**config.mk**
```make
export PLATFORM = sky130hd
export DESIGN_NAME = bc4_bc5_texel_decode
export DESIGN_NICKNAME = d
export VERILOG_FILES = /design/src/hw/rtl/bc45_pkg.sv /design/src/hw/rtl/bc45_csr.sv /design/src/hw/rtl/bc45_lane.sv /design/src/hw/rtl/bc4_bc5_texel_decode.sv
export SDC_FILE = /design/constraint.sdc
export NUM_CORES = 1
export LEC_CHECK = 0
export CORE_MARGIN = 5
export CORE_UTILIZATION = 65
export DETAILED_ROUTE_END_ITERATION = 8
export DONT_BUFFER_PORTS = 1
export GPL_TIMING_DRIVEN = 0
export PLACE_DENSITY = 0.85
export SLEW_MARGIN = 20
export SYNTH_ARGS = -nofsm -noshare
export SYNTH_HDL_FRONTEND = slang
export SYNTH_SLANG_ARGS = --single-unit
```
**constraint.sdc**
```tcl
create_clock -name clock -period 48.3 [get_ports clock]
set_input_delay 4.83 -clock clock [delete_from_list [all_inputs] [get_ports clock]]
set_output_delay 4.83 -clock clock [all_outputs]
set_load 0.01 [all_outputs]
```
**src/hw/rtl/bc45_pkg.sv**
```systemverilog
// ----------------------------------------------------------------------------
// BC4/BC5 texel decode package
// Shared widths, decode constants, index codes and the configuration struct.
// ----------------------------------------------------------------------------
package bc45_pkg;

   // Block layout
   localparam int BLOCK_WIDTH    = 64;
   localparam int ENDPOINT_WIDTH = 8;
   localparam int INDEX_WIDTH    = 3;
   localparam int TEXEL_COUNT    = 16;
   localparam int COORD_WIDTH    = 2;
   localparam int VALUE_WIDTH    = 16;

   // Blend arithmetic: sum of weighted endpoints, scaled numerator, reciprocal
   localparam int SUM_WIDTH    = 11;
   localparam int SCALED_WIDTH = 20;
   localparam int RECIP_WIDTH  = 21;
   localparam int RECIP_SHIFT  = 24;
   localparam int PROD_WIDTH   = SCALED_WIDTH + RECIP_WIDTH;

   // 2 * 257: numerator doubled for round-half-up
   localparam logic [SCALED_WIDTH-1:0] BLEND_SCALE = SCALED_WIDTH'(514);
   localparam logic [SCALED_WIDTH-1:0] DIV_SEVEN   = SCALED_WIDTH'(7);
   localparam logic [SCALED_WIDTH-1:0] DIV_FIVE    = SCALED_WIDTH'(5);
   // ceil(2^24 / 14) and ceil(2^24 / 10): exact floor division below 2^20
   localparam logic [RECIP_WIDTH-1:0]  RECIP_SEVEN = RECIP_WIDTH'(1198373);
   localparam logic [RECIP_WIDTH-1:0]  RECIP_FIVE  = RECIP_WIDTH'(1677722);

   // Index codes with fixed meaning (codes 6 and 7 only when e0 <= e1)
   localparam logic [INDEX_WIDTH-1:0] IDX_ENDPOINT0 = 3'd0;
   localparam logic [INDEX_WIDTH-1:0] IDX_ENDPOINT1 = 3'd1;
   localparam logic [INDEX_WIDTH-1:0] IDX_ZERO      = 3'd6;
   localparam logic [INDEX_WIDTH-1:0] IDX_ONE       = 3'd7;

   // Configuration port
   localparam int CSR_ADDR_WIDTH  = 3;
   localparam int CSR_DATA_WIDTH  = 32;
   localparam int CSR_INDEX_WIDTH = 1;
   localparam logic [CSR_INDEX_WIDTH-1:0] CSR_DUAL_MODE = 1'b0;

   typedef struct packed {
      logic dual_channel_mode;
   } bc45_cfg_type;

endpackage

```
**src/hw/rtl/bc45_csr.sv**
```systemverilog
// ----------------------------------------------------------------------------
// BC4/BC5 configuration registers
// APB-style register file holding the channel mode.
// ----------------------------------------------------------------------------
module bc45_csr
   import bc45_pkg::*;
(
   input  logic                      clock,
   input  logic                      reset,
   input  logic                      psel,
   input  logic                      penable,
   input  logic                      pwrite,
   input  logic [CSR_ADDR_WIDTH-1:0] paddr,
   input  logic [CSR_DATA_WIDTH-1:0] pwdata,
   output logic [CSR_DATA_WIDTH-1:0] prdata,
   output logic                      pready,
   output bc45_cfg_type              cfg
);

   logic                       dual_mode_ff;
   logic                       dual_mode_in;
   logic [CSR_INDEX_WIDTH-1:0] reg_index;
   logic                       write_strobe;

   assign reg_index    = paddr[CSR_ADDR_WIDTH-1 -: CSR_INDEX_WIDTH];
   assign write_strobe = psel && penable && pwrite;
   assign pready       = 1'b1;

   always_comb begin
      dual_mode_in = dual_mode_ff;
      if (write_strobe && reg_index == CSR_DUAL_MODE) begin
         dual_mode_in = pwdata[0];
      end
   end

   always_ff @(posedge clock) begin
      if (reset) begin
         dual_mode_ff <= 1'b0;
      end else begin
         dual_mode_ff <= dual_mode_in;
      end
   end

   always_comb begin
      prdata = '0;
      if (reg_index == CSR_DUAL_MODE) begin
         prdata[0] = dual_mode_ff;
      end
   end

   assign cfg.dual_channel_mode = dual_mode_ff;

endmodule

```
**src/hw/rtl/bc45_lane.sv**
```systemverilog
// ----------------------------------------------------------------------------
// BC4/BC5 channel lane
// Decodes one texel of one 64-bit block to a Q0.16 value.
// ----------------------------------------------------------------------------
module bc45_lane
   import bc45_pkg::*;
(
   input  logic [BLOCK_WIDTH-1:0] block,
   input  logic [COORD_WIDTH-1:0] texel_column,
   input  logic [COORD_WIDTH-1:0] texel_row,
   output logic [VALUE_WIDTH-1:0] value
);

   logic [ENDPOINT_WIDTH-1:0]                e0;
   logic [ENDPOINT_WIDTH-1:0]                e1;
   logic [TEXEL_COUNT-1:0][INDEX_WIDTH-1:0]  indices;
   logic [INDEX_WIDTH-1:0]                   idx;
   logic                                     seven_step;
   logic [INDEX_WIDTH:0]                     w0_wide;
   logic [INDEX_WIDTH-1:0]                   w0;
   logic [INDEX_WIDTH-1:0]                   w1;
   logic [SUM_WIDTH-1:0]                     blend_sum;
   logic [SCALED_WIDTH-1:0]                  scaled;
   logic [RECIP_WIDTH-1:0]                   recip;
   logic [PROD_WIDTH-1:0]                    product;
   logic [VALUE_WIDTH-1:0]                   quotient;

   assign e0      = block[ENDPOINT_WIDTH-1:0];
   assign e1      = block[2*ENDPOINT_WIDTH-1:ENDPOINT_WIDTH];
   assign indices = block[BLOCK_WIDTH-1:2*ENDPOINT_WIDTH];
   assign idx     = indices[{texel_row, texel_column}];

   assign seven_step = e0 > e1;

   // Endpoint weights of the blend
   assign w0_wide = seven_step ? (4'd8 - {1'b0, idx}) : (4'd6 - {1'b0, idx});
   assign w0      = w0_wide[INDEX_WIDTH-1:0];
   assign w1      = idx - 3'd1;

   assign blend_sum = SUM_WIDTH'(w0) * SUM_WIDTH'(e0) + SUM_WIDTH'(w1) * SUM_WIDTH'(e1);

   // Round half up: floor((2*257*sum + d) / (2*d)) by reciprocal multiply
   assign scaled   = SCALED_WIDTH'(blend_sum) * BLEND_SCALE
                     + (seven_step ? DIV_SEVEN : DIV_FIVE);
   assign recip    = seven_step ? RECIP_SEVEN : RECIP_FIVE;
   assign product  = PROD_WIDTH'(scaled) * PROD_WIDTH'(recip);
   assign quotient = product[RECIP_SHIFT +: VALUE_WIDTH];

   always_comb begin
      case (idx)
         IDX_ENDPOINT0: value = {e0, e0};
         IDX_ENDPOINT1: value = {e1, e1};
         IDX_ZERO:      value = seven_step ? quotient : '0;
         IDX_ONE:       value = seven_step ? quotient : '1;
         default:       value = quotient;
      endcase
   end

endmodule

```
**src/hw/rtl/bc4_bc5_texel_decode.sv**
```systemverilog
// ----------------------------------------------------------------------------
// BC4/BC5 texel decode
// Decodes one texel from one (BC4) or two (BC5) compressed blocks per word.
// ----------------------------------------------------------------------------
// The block takes one request word per cycle while req_stall is low and returns
// one response word per request, in order. A request word is captured in an
// input register; the two channel lanes decode it from there into the response
// register, which presents the response word on rsp_first_value and
// rsp_second_value. Throughput is one texel per cycle while rsp_stall is low,
// set by the input and response registers each turning over once a cycle.
// Stall on the response side backs up through the response register into the
// input register and only then reaches req_stall, so a word is taken while a
// finished response still waits. In single-channel mode rsp_second_value
// repeats rsp_first_value and req_second_block is ignored. Write the mode
// register (byte address 0, bit 0) only while no response is outstanding.
// ----------------------------------------------------------------------------
module bc4_bc5_texel_decode
   import bc45_pkg::*;
(
   input  logic                      clock,
   input  logic                      reset,

   input  logic                      req_valid,
   output logic                      req_stall,
   input  logic [BLOCK_WIDTH-1:0]    req_first_block,
   input  logic [BLOCK_WIDTH-1:0]    req_second_block,
   input  logic [COORD_WIDTH-1:0]    req_texel_column,
   input  logic [COORD_WIDTH-1:0]    req_texel_row,

   output logic                      rsp_valid,
   input  logic                      rsp_stall,
   output logic [VALUE_WIDTH-1:0]    rsp_first_value,
   output logic [VALUE_WIDTH-1:0]    rsp_second_value,

   input  logic                      psel,
   input  logic                      penable,
   input  logic                      pwrite,
   input  logic [CSR_ADDR_WIDTH-1:0] paddr,
   input  logic [CSR_DATA_WIDTH-1:0] pwdata,
   output logic [CSR_DATA_WIDTH-1:0] prdata,
   output logic                      pready
);

   bc45_cfg_type cfg;

   // Input register
   logic                   s1_valid_ff;
   logic                   s1_valid_in;
   logic [BLOCK_WIDTH-1:0] s1_first_block_ff;
   logic [BLOCK_WIDTH-1:0] s1_second_block_ff;
   logic [COORD_WIDTH-1:0] s1_column_ff;
   logic [COORD_WIDTH-1:0] s1_row_ff;

   // Response register
   logic                   rsp_valid_ff;
   logic                   rsp_valid_in;
   logic [VALUE_WIDTH-1:0] rsp_first_ff;
   logic [VALUE_WIDTH-1:0] rsp_second_ff;

   logic                   rsp_advance;
   logic                   s1_advance;
   logic                   req_take;
   logic [VALUE_WIDTH-1:0] first_decoded;
   logic [VALUE_WIDTH-1:0] second_decoded;

   bc45_csr u_csr (
      .clock   (clock),
      .reset   (reset),
      .psel    (psel),
      .penable (penable),
      .pwrite  (pwrite),
      .paddr   (paddr),
      .pwdata  (pwdata),
      .prdata  (prdata),
      .pready  (pready),
      .cfg     (cfg)
   );

   // Handshake: advance the response register when it is empty or drained,
   // advance the input register when it is empty or moves on.
   assign rsp_advance = !rsp_valid_ff || !rsp_stall;
   assign s1_advance  = !s1_valid_ff || rsp_advance;
   assign req_stall   = !s1_advance;
   assign req_take    = req_valid && s1_advance;

   assign s1_valid_in  = s1_advance ? req_valid : s1_valid_ff;
   assign rsp_valid_in = rsp_advance ? s1_valid_ff : rsp_valid_ff;

   // Decode both channels from the input register
   bc45_lane u_lane_first (
      .block        (s1_first_block_ff),
      .texel_column (s1_column_ff),
      .texel_row    (s1_row_ff),
      .value        (first_decoded)
   );

   bc45_lane u_lane_second (
      .block        (s1_second_block_ff),
      .texel_column (s1_column_ff),
      .texel_row    (s1_row_ff),
      .value        (second_decoded)
   );

   always_ff @(posedge clock) begin
      if (reset) begin
         s1_valid_ff  <= 1'b0;
         rsp_valid_ff <= 1'b0;
      end else begin
         s1_valid_ff  <= s1_valid_in;
         rsp_valid_ff <= rsp_valid_in;
      end
   end

   // Capture the request word
   always_ff @(posedge clock) begin
      if (req_take) begin
         s1_first_block_ff  <= req_first_block;
         s1_second_block_ff <= req_second_block;
         s1_column_ff       <= req_texel_column;
         s1_row_ff          <= req_texel_row;
      end
   end

   // Load the response word; single-channel mode repeats the first value
   always_ff @(posedge clock) begin
      if (rsp_advance && s1_valid_ff) begin
         rsp_first_ff  <= first_decoded;
         rsp_second_ff <= cfg.dual_channel_mode ? second_decoded : first_decoded;
      end
   end

   assign rsp_valid        = rsp_valid_ff;
   assign rsp_first_value  = rsp_first_ff;
   assign rsp_second_value = rsp_second_ff;

`ifndef SYNTHESIS
   // A taken request word always lands in the input register
   assert property (@(posedge clock) disable iff (reset)
      (req_valid && !req_stall) |=> s1_valid_ff)
      else $error("accepted request word not captured");

   // A drained response with nothing behind it leaves the output empty
   assert property (@(posedge clock) disable iff (reset)
      (rsp_valid && !rsp_stall && !s1_valid_ff) |=> !rsp_valid)
      else $error("response word repeated");

   // Single-channel mode copies the first value into the second
   assert property (@(posedge clock) disable iff (reset)
      (rsp_valid && !cfg.dual_channel_mode) |-> (rsp_second_value == rsp_first_value))
      else $error("single-channel second value differs from first");
`endif

endmodule
```
== Yosys cells after proc, flatten, opt, wreduce, memory -nomap -nowiden ==
Index checks and enable logic that the tools add are counted.
Storage, ports and cells
  bits in registers: 167
  input port bits: 174
  output and inout port bits: 67
Cells by class
  $add $sub $neg: 10
  multiply operators: 8
  $lt $le $gt $ge: 3
  eq/ne operators: 6
  muxes and demuxes: 18
  bitwise gates (word level): 1
  reductions and logical operators: 13
Operators by type and width (number)
  16-bit one-hot mux with 4 select lines: 2
  20-bit by 21-bit multiplier with 40-bit output: 2
  16-bit two-way mux: 5
  3-bit by 8-bit multiplier with 11-bit output: 4
  20-bit adder: 2
  20-bit two-way mux: 2
  11-bit by 9-bit multiplier with 19-bit output, second input constant: 2
  3-bit binary-select mux with 4-bit select: 2
  11-bit adder: 2
  8-bit > comparator: 2
  3-bit equality test, second input constant: 4
  3-bit two-way mux: 4
  3-bit by 1-bit equality test with 1-bit output, second input constant: 2
  3-bit logical NOT: 2
  1-bit by 3-bit subtractor with 3-bit output, first input constant: 2
  3-bit by 1-bit subtractor with 3-bit output, second input constant: 2
  3-bit subtractor, first input constant: 2
  1-bit logical AND: 5
  4-bit by 5-bit less-than comparator with 1-bit output, second input constant: 1
  1-bit logical NOT: 4
  2-bit two-way mux: 2
  1-bit logical OR: 2
  1-bit two-way mux: 1
  1-bit NOT: 1

== Longest topological paths before layout ==
  word-level depth: 12
  mapped depth: 61
  mapped depth without buffers: 58

== By module ==
Synthesis repeated with hierarchy kept, for this count alone.
Unflattened totals
  cells, all modules: 2996
  area, all modules: 30382.9 sq um
Modules (own cells, without submodules)
  bc45_lane at u_lane_second: instances 1, cells each 1396, area each 12482.0 sq um, sequential area each 0.0 sq um
  bc45_lane at u_lane_first: instances 1, cells each 1368, area each 12340.6 sq um, sequential area each 0.0 sq um
  bc4_bc5_texel_decode: instances 1, cells each 192, area each 5251.3 sq um, sequential area each 4964.8 sq um
  bc45_csr: instances 1, cells each 40, area each 309.0 sq um, sequential area each 20.0 sq um

== Worst setup path after synthesis ==
Ideal clock, no wire load.
  path kind: register to register
  start: reg s1_column_ff[0]
  end: reg rsp_second_ff[13] (netlist: rsp_second_value[13]), data pin
  arrival: 14889 ps
  data required time: 48044 ps
  slack: 33154 ps
  stages on the path, launching flop included: 52
  path buffers: 5
  period minus slack after synthesis: 15146 ps
  path through: edfxtp_1 -> buf_6 -> buf_6 -> buf_1 -> mux4_2 -> mux4_2 -> clkbuf_1 -> inv_1 -> ha_1 -> clkbuf_1 -> xnor2_1 -> and2_1 -> fa_1 -> fa_1 -> inv_1 -> fa_1 -> inv_1 -> fa_1 -> (+16 left out) -> inv_1 -> fa_1 -> inv_1 -> fa_1 -> fa_1 -> fa_1 -> fa_1 -> fa_1 -> ha_1 -> and4_1 -> and3_1 -> o21a_1 -> and3_1 -> a211oi_1 -> nor2_1 -> o41ai_1 -> mux2_2 -> a22o_1
Between the ends
  word-level cells in the longest chain between the ends: 12
  elaborated cells between the ends (all ways): 39
Ends and longest elaborated chain
  start, declared: RTL line bc4_bc5_texel_decode.sv:51  | logic [COORD_WIDTH-1:0] s1_column_ff;
  start signal, assigned: RTL line bc4_bc5_texel_decode.sv:119  | s1_column_ff <= req_texel_column;
  3-bit binary-select mux with 4-bit select: RTL line bc45_lane.sv:31  | assign idx = indices[{texel_row, texel_column}];
  3-bit two-way mux (implied by the code): RTL line bc45_lane.sv:31
  3-bit subtractor / 1-bit by 3-bit subtractor with 3-bit output (equally long branches): RTL line bc45_lane.sv:36  | assign w0_wide = seven_step ? (4'd8 - {1'b0, idx}) : (4'd6 - {1'b0, idx});
  3-bit two-way mux: RTL line bc45_lane.sv:36
  3-bit by 8-bit multiplier with 11-bit output: RTL line bc45_lane.sv:40  | assign blend_sum = SUM_WIDTH'(w0) * SUM_WIDTH'(e0) + SUM_WIDTH'(w1) * SUM_WIDTH'(e1);
  11-bit adder: RTL line bc45_lane.sv:40
  11-bit by 9-bit multiplier with 19-bit output: RTL line bc45_lane.sv:43  | assign scaled = SCALED_WIDTH'(blend_sum) * BLEND_SCALE
  20-bit adder: RTL line bc45_lane.sv:44  | + (seven_step ? DIV_SEVEN : DIV_FIVE);
  20-bit by 21-bit multiplier with 40-bit output: RTL line bc45_lane.sv:46  | assign product = PROD_WIDTH'(scaled) * PROD_WIDTH'(recip);
  16-bit two-way mux (on tied branches): RTL line bc45_lane.sv:54, bc45_lane.sv:53
  16-bit one-hot mux with 4 select lines: RTL line bc45_lane.sv:50  | case (idx)
  16-bit two-way mux *: RTL line bc4_bc5_texel_decode.sv:128  | rsp_second_ff <= cfg.dual_channel_mode ? second_decoded : first_decoded;
  end signal, assigned: RTL line bc4_bc5_texel_decode.sv:128
  end, declared: RTL line bc4_bc5_texel_decode.sv:58  | logic [VALUE_WIDTH-1:0] rsp_second_ff;
Mark *: on every way between the ends. The rest lies on a longest branch, timed or not. The select of a mux whose other input is x is not followed.
A chain may end at the register's enable or synchronous reset.

== Final worst setup path ==
Ends and elaborated chain as after synthesis.

==> results list <==
* Residual DRC: 0
- Number of synthesis warnings: 0
* #FFs+latches synth: 167
* Required arrival time at the worst endpoint: 48.49 ns
* Wire length of the first global-routing pass: 126,000 um
- Counting distinct cell types in the post-synthesis netlist gives 88.
- Dividing the detail-routed via count by the number of cells gives 5.86.
- In this run the vertical extent of the chip is 224 um.
- Post-cts resize count: 0
* Setup Skew: 0.0194 ns
- After routing the design area is 0.0316 mm^2.
- Worst-Margin Slew: 1.02 ns
- Post-CTS timing repair inserted 0 buffers for setup.
- The worst hold path belongs to the class flip-flop to flip-flop.
- Post-synth top area cell: fa_1
- Of the available clock period, the critical path in the final layout requires 0.370.
- Detailed placement ended at an HPWL of 69,400 um.
- Clock tree synthesis selected as its root buffer the cell clkbuf_16.
* Outcome: complete, no violations
- Final Hold Vio Count: 0
- The worst pin sits at a relative slew slack of 0.322.
- The share of synthesized area in the top cell type comes to 0.298.
- Number of clock buffers inserted by TritonCTS: 17
- Of all flip-flops after synthesis, the portion carrying an async set or reset was 0.
* Post-synthesis instance area: 0.0297 mm^2
- Counting stages on the worst path, the most repeated cell is fa_1.
* Routed len/inst: 21.9 um
* GR Overflow Total: 0
- Clock tree from TritonCTS: done
- Data on the critical path arrives at its endpoint at 18.07 ns.
- Input and output buffers added on the ports amount to 0.
* Final setup vio count: 0
* Via count of the routed design: 21,500
* Setup_tns: 0 ns
- The routed design has 80,400 um of wire.
* Part of the Yosys area used for sequential elements: 0.168
* Synth-to-layout area growth: 6.31%
- Prior to clock tree synthesis, the placed netlist has a worst setup slack of 30.81 ns.
* Initial antenna violation count: 8
* Effective utilization at floorplan: 0.656
- Entering global routing, the biggest net connects 31 pins.
- Biggest area contributors in the synthesized netlist: fa_1 (30%), ha_1 (20%), edfxtp_1 (17%), inv_1 (9.6%), mux4_2 (2.3%)
- Core Region: 0.0453 mm^2
* Number of max-slew violations in the final report: 0
* Largest stage delay, worst path: 0.78 ns
* Hold_buf cts: 0
- Fraction of layout instances using a drive strength above 1: 0.0471
- For the worst-skew pair, the clock arrives at the later sink with an insertion delay of 0.44 ns.
- Initial detailed-routing violation count: 1,839
- Gate count of the mapped netlist: 2,934
- Via count of the first global-routing pass: 22,800
* Post-Place Cell Area: 0.0309 mm^2
- Width of the die: 224 um
- Unrepaired setup endpoints after global routing: no
* Clock Sinks: 167
* Post-route insts no fill: 3,662
- Capturing element type of the critical path: flip-flop
- H-tree depth: 4
- Maximum fanout encountered on the critical timing path: 12
- Overall die area: 0.0501 mm^2
- Antenna viol nets, final: 0
- Max cap viols: 0
- Static timing analysis puts the maximum clock frequency at 55.9 MHz.
- The floorplan has 78 rows.
- Number of top-level design ports: 241
- By count the netlist is led by inv_1 (757), ha_1 (486), fa_1 (442).
- Number of synthesized flops with an enable pin: 164
- In the post-route analysis, the smallest setup slack over all paths is 30.42 ns.
- Final #Nets: 4,144
- At the end of routability-driven placement, the weighted congestion stood at 1.03.
* Worst Path Class, Setup: flip-flop to flip-flop
- The layout has 3,315 filler cells.
- For this run, the total global-route usage over all layers was measured as 0.324.
- Counting I/O delays and the setup requirement, the final critical path takes 17.88 ns.
- The most common cell in the synthesized netlist is inv_1.
- Cell type of the slowest stage on the worst timing path: buf_1
- Clock slew at the register clock pins of the worst setup and hold paths: 0.08 ns
- STA classifies the critical path startpoint as a flip-flop.
* Initial DRT Pass Iterations: 6
* Number of placed cells counting well taps: 3,623
- Clock buffer depth: 2
- After synthesis, the mean cell area works out to 10.1 um^2.
* Main flop type after synthesis: edfxtp_1
-- critical path, delay by kind of cell (launching register included) --
kind                     cells  cell delay, ns
AO/OA/AOI/OAI               11            2.81
XOR/XNOR                     3            1.39
adder cells (fa/ha/maj)     17            7.45
buffers and inverters       10            2.22
flip-flops                   1            0.37
multiplexers                 3            1.61
AND/OR/NAND/NOR              7            1.76
-- placed cells by master, fill, tap and decap left out, types with 55 or more instances in the layout --
cell type / instances
a21oi_1: 99
and2_1: 55
conb_1: 86
edfxtp_1: 164
fa_1: 442
ha_1: 486
inv_1: 757
nand2_1: 102
nor2_1: 160
o21ai_0: 62
xnor2_1: 56
-- flip-flops by register name (all words and copies together) (netlist names) --
| name | flops |
|---|---|
| rsp_first_value | 16 |
| rsp_second_value | 16 |
| rsp_valid | 1 |
| s1_column_ff | 2 |
| s1_first_block_ff | 64 |
| s1_row_ff | 2 |
| s1_second_block_ff | 64 |
| s1_valid_ff | 1 |
| u_csr.cfg | 1 |
-- metrics by stage --
stage          hold slack [ns]  utilization
2_1_floorplan            0.444            -
3_3_place_gp             0.458        0.680
3_5_place_dp             0.525        0.683
4_1_cts                  0.601        0.697
5_1_grt                  0.644        0.698
6_report                 0.604        0.698
-- cell type report --
class                           instances  area [um^2]  area share
Multi-Input combinational cell       1996        21700       0.687
Sequential cell                       167         4980       0.158
Inverter                              763         2860      0.0906
Tap cell                              600          751      0.0238
Buffer                                 92          495      0.0157
Clock buffer                           17          425      0.0135
Clock inverter                         15          223     0.00705
Timing Repair Buffer                    5          123     0.00388
Antenna cell                            7         17.5    0.000554
-- path summary, 6_finish.rpt --
check / cells past startpoint / from / slack [ns] / to
max: 51 / s1_column_ff[0] / 30.42 / rsp_second_value[13]
min: 2 / s1_valid_ff / 0.60 / rsp_valid
max reg2reg: 51 / s1_column_ff[0] / 30.42 / rsp_second_value[13]
min reg2reg: 2 / s1_valid_ff / 0.60 / rsp_valid
-- cell families after synthesis --
| kind of cell | share of synthesized area |
|---|---|
| muxes | 0.0291 |
| xor gates and xnor gates | 0.0237 |
| AOI/OAI and AO/OA | 0.0805 |
| buffers and inverters | 0.113 |
| and+or+nand+nor | 0.0836 |
| DFF | 0.168 |
| adders and majority gates | 0.502 |
| other | 0.000253 |
-- metal layers --
metal  routed length [um]  track usage
met1                30900        0.425
met3                 7820       0.0754
met4                 3270        0.109
met2                38300        0.536
met5                    0            0
Power is left out: the tool's default activity adds up to more than one toggle a clock period on the data nets, which glitch-free logic cannot reach.
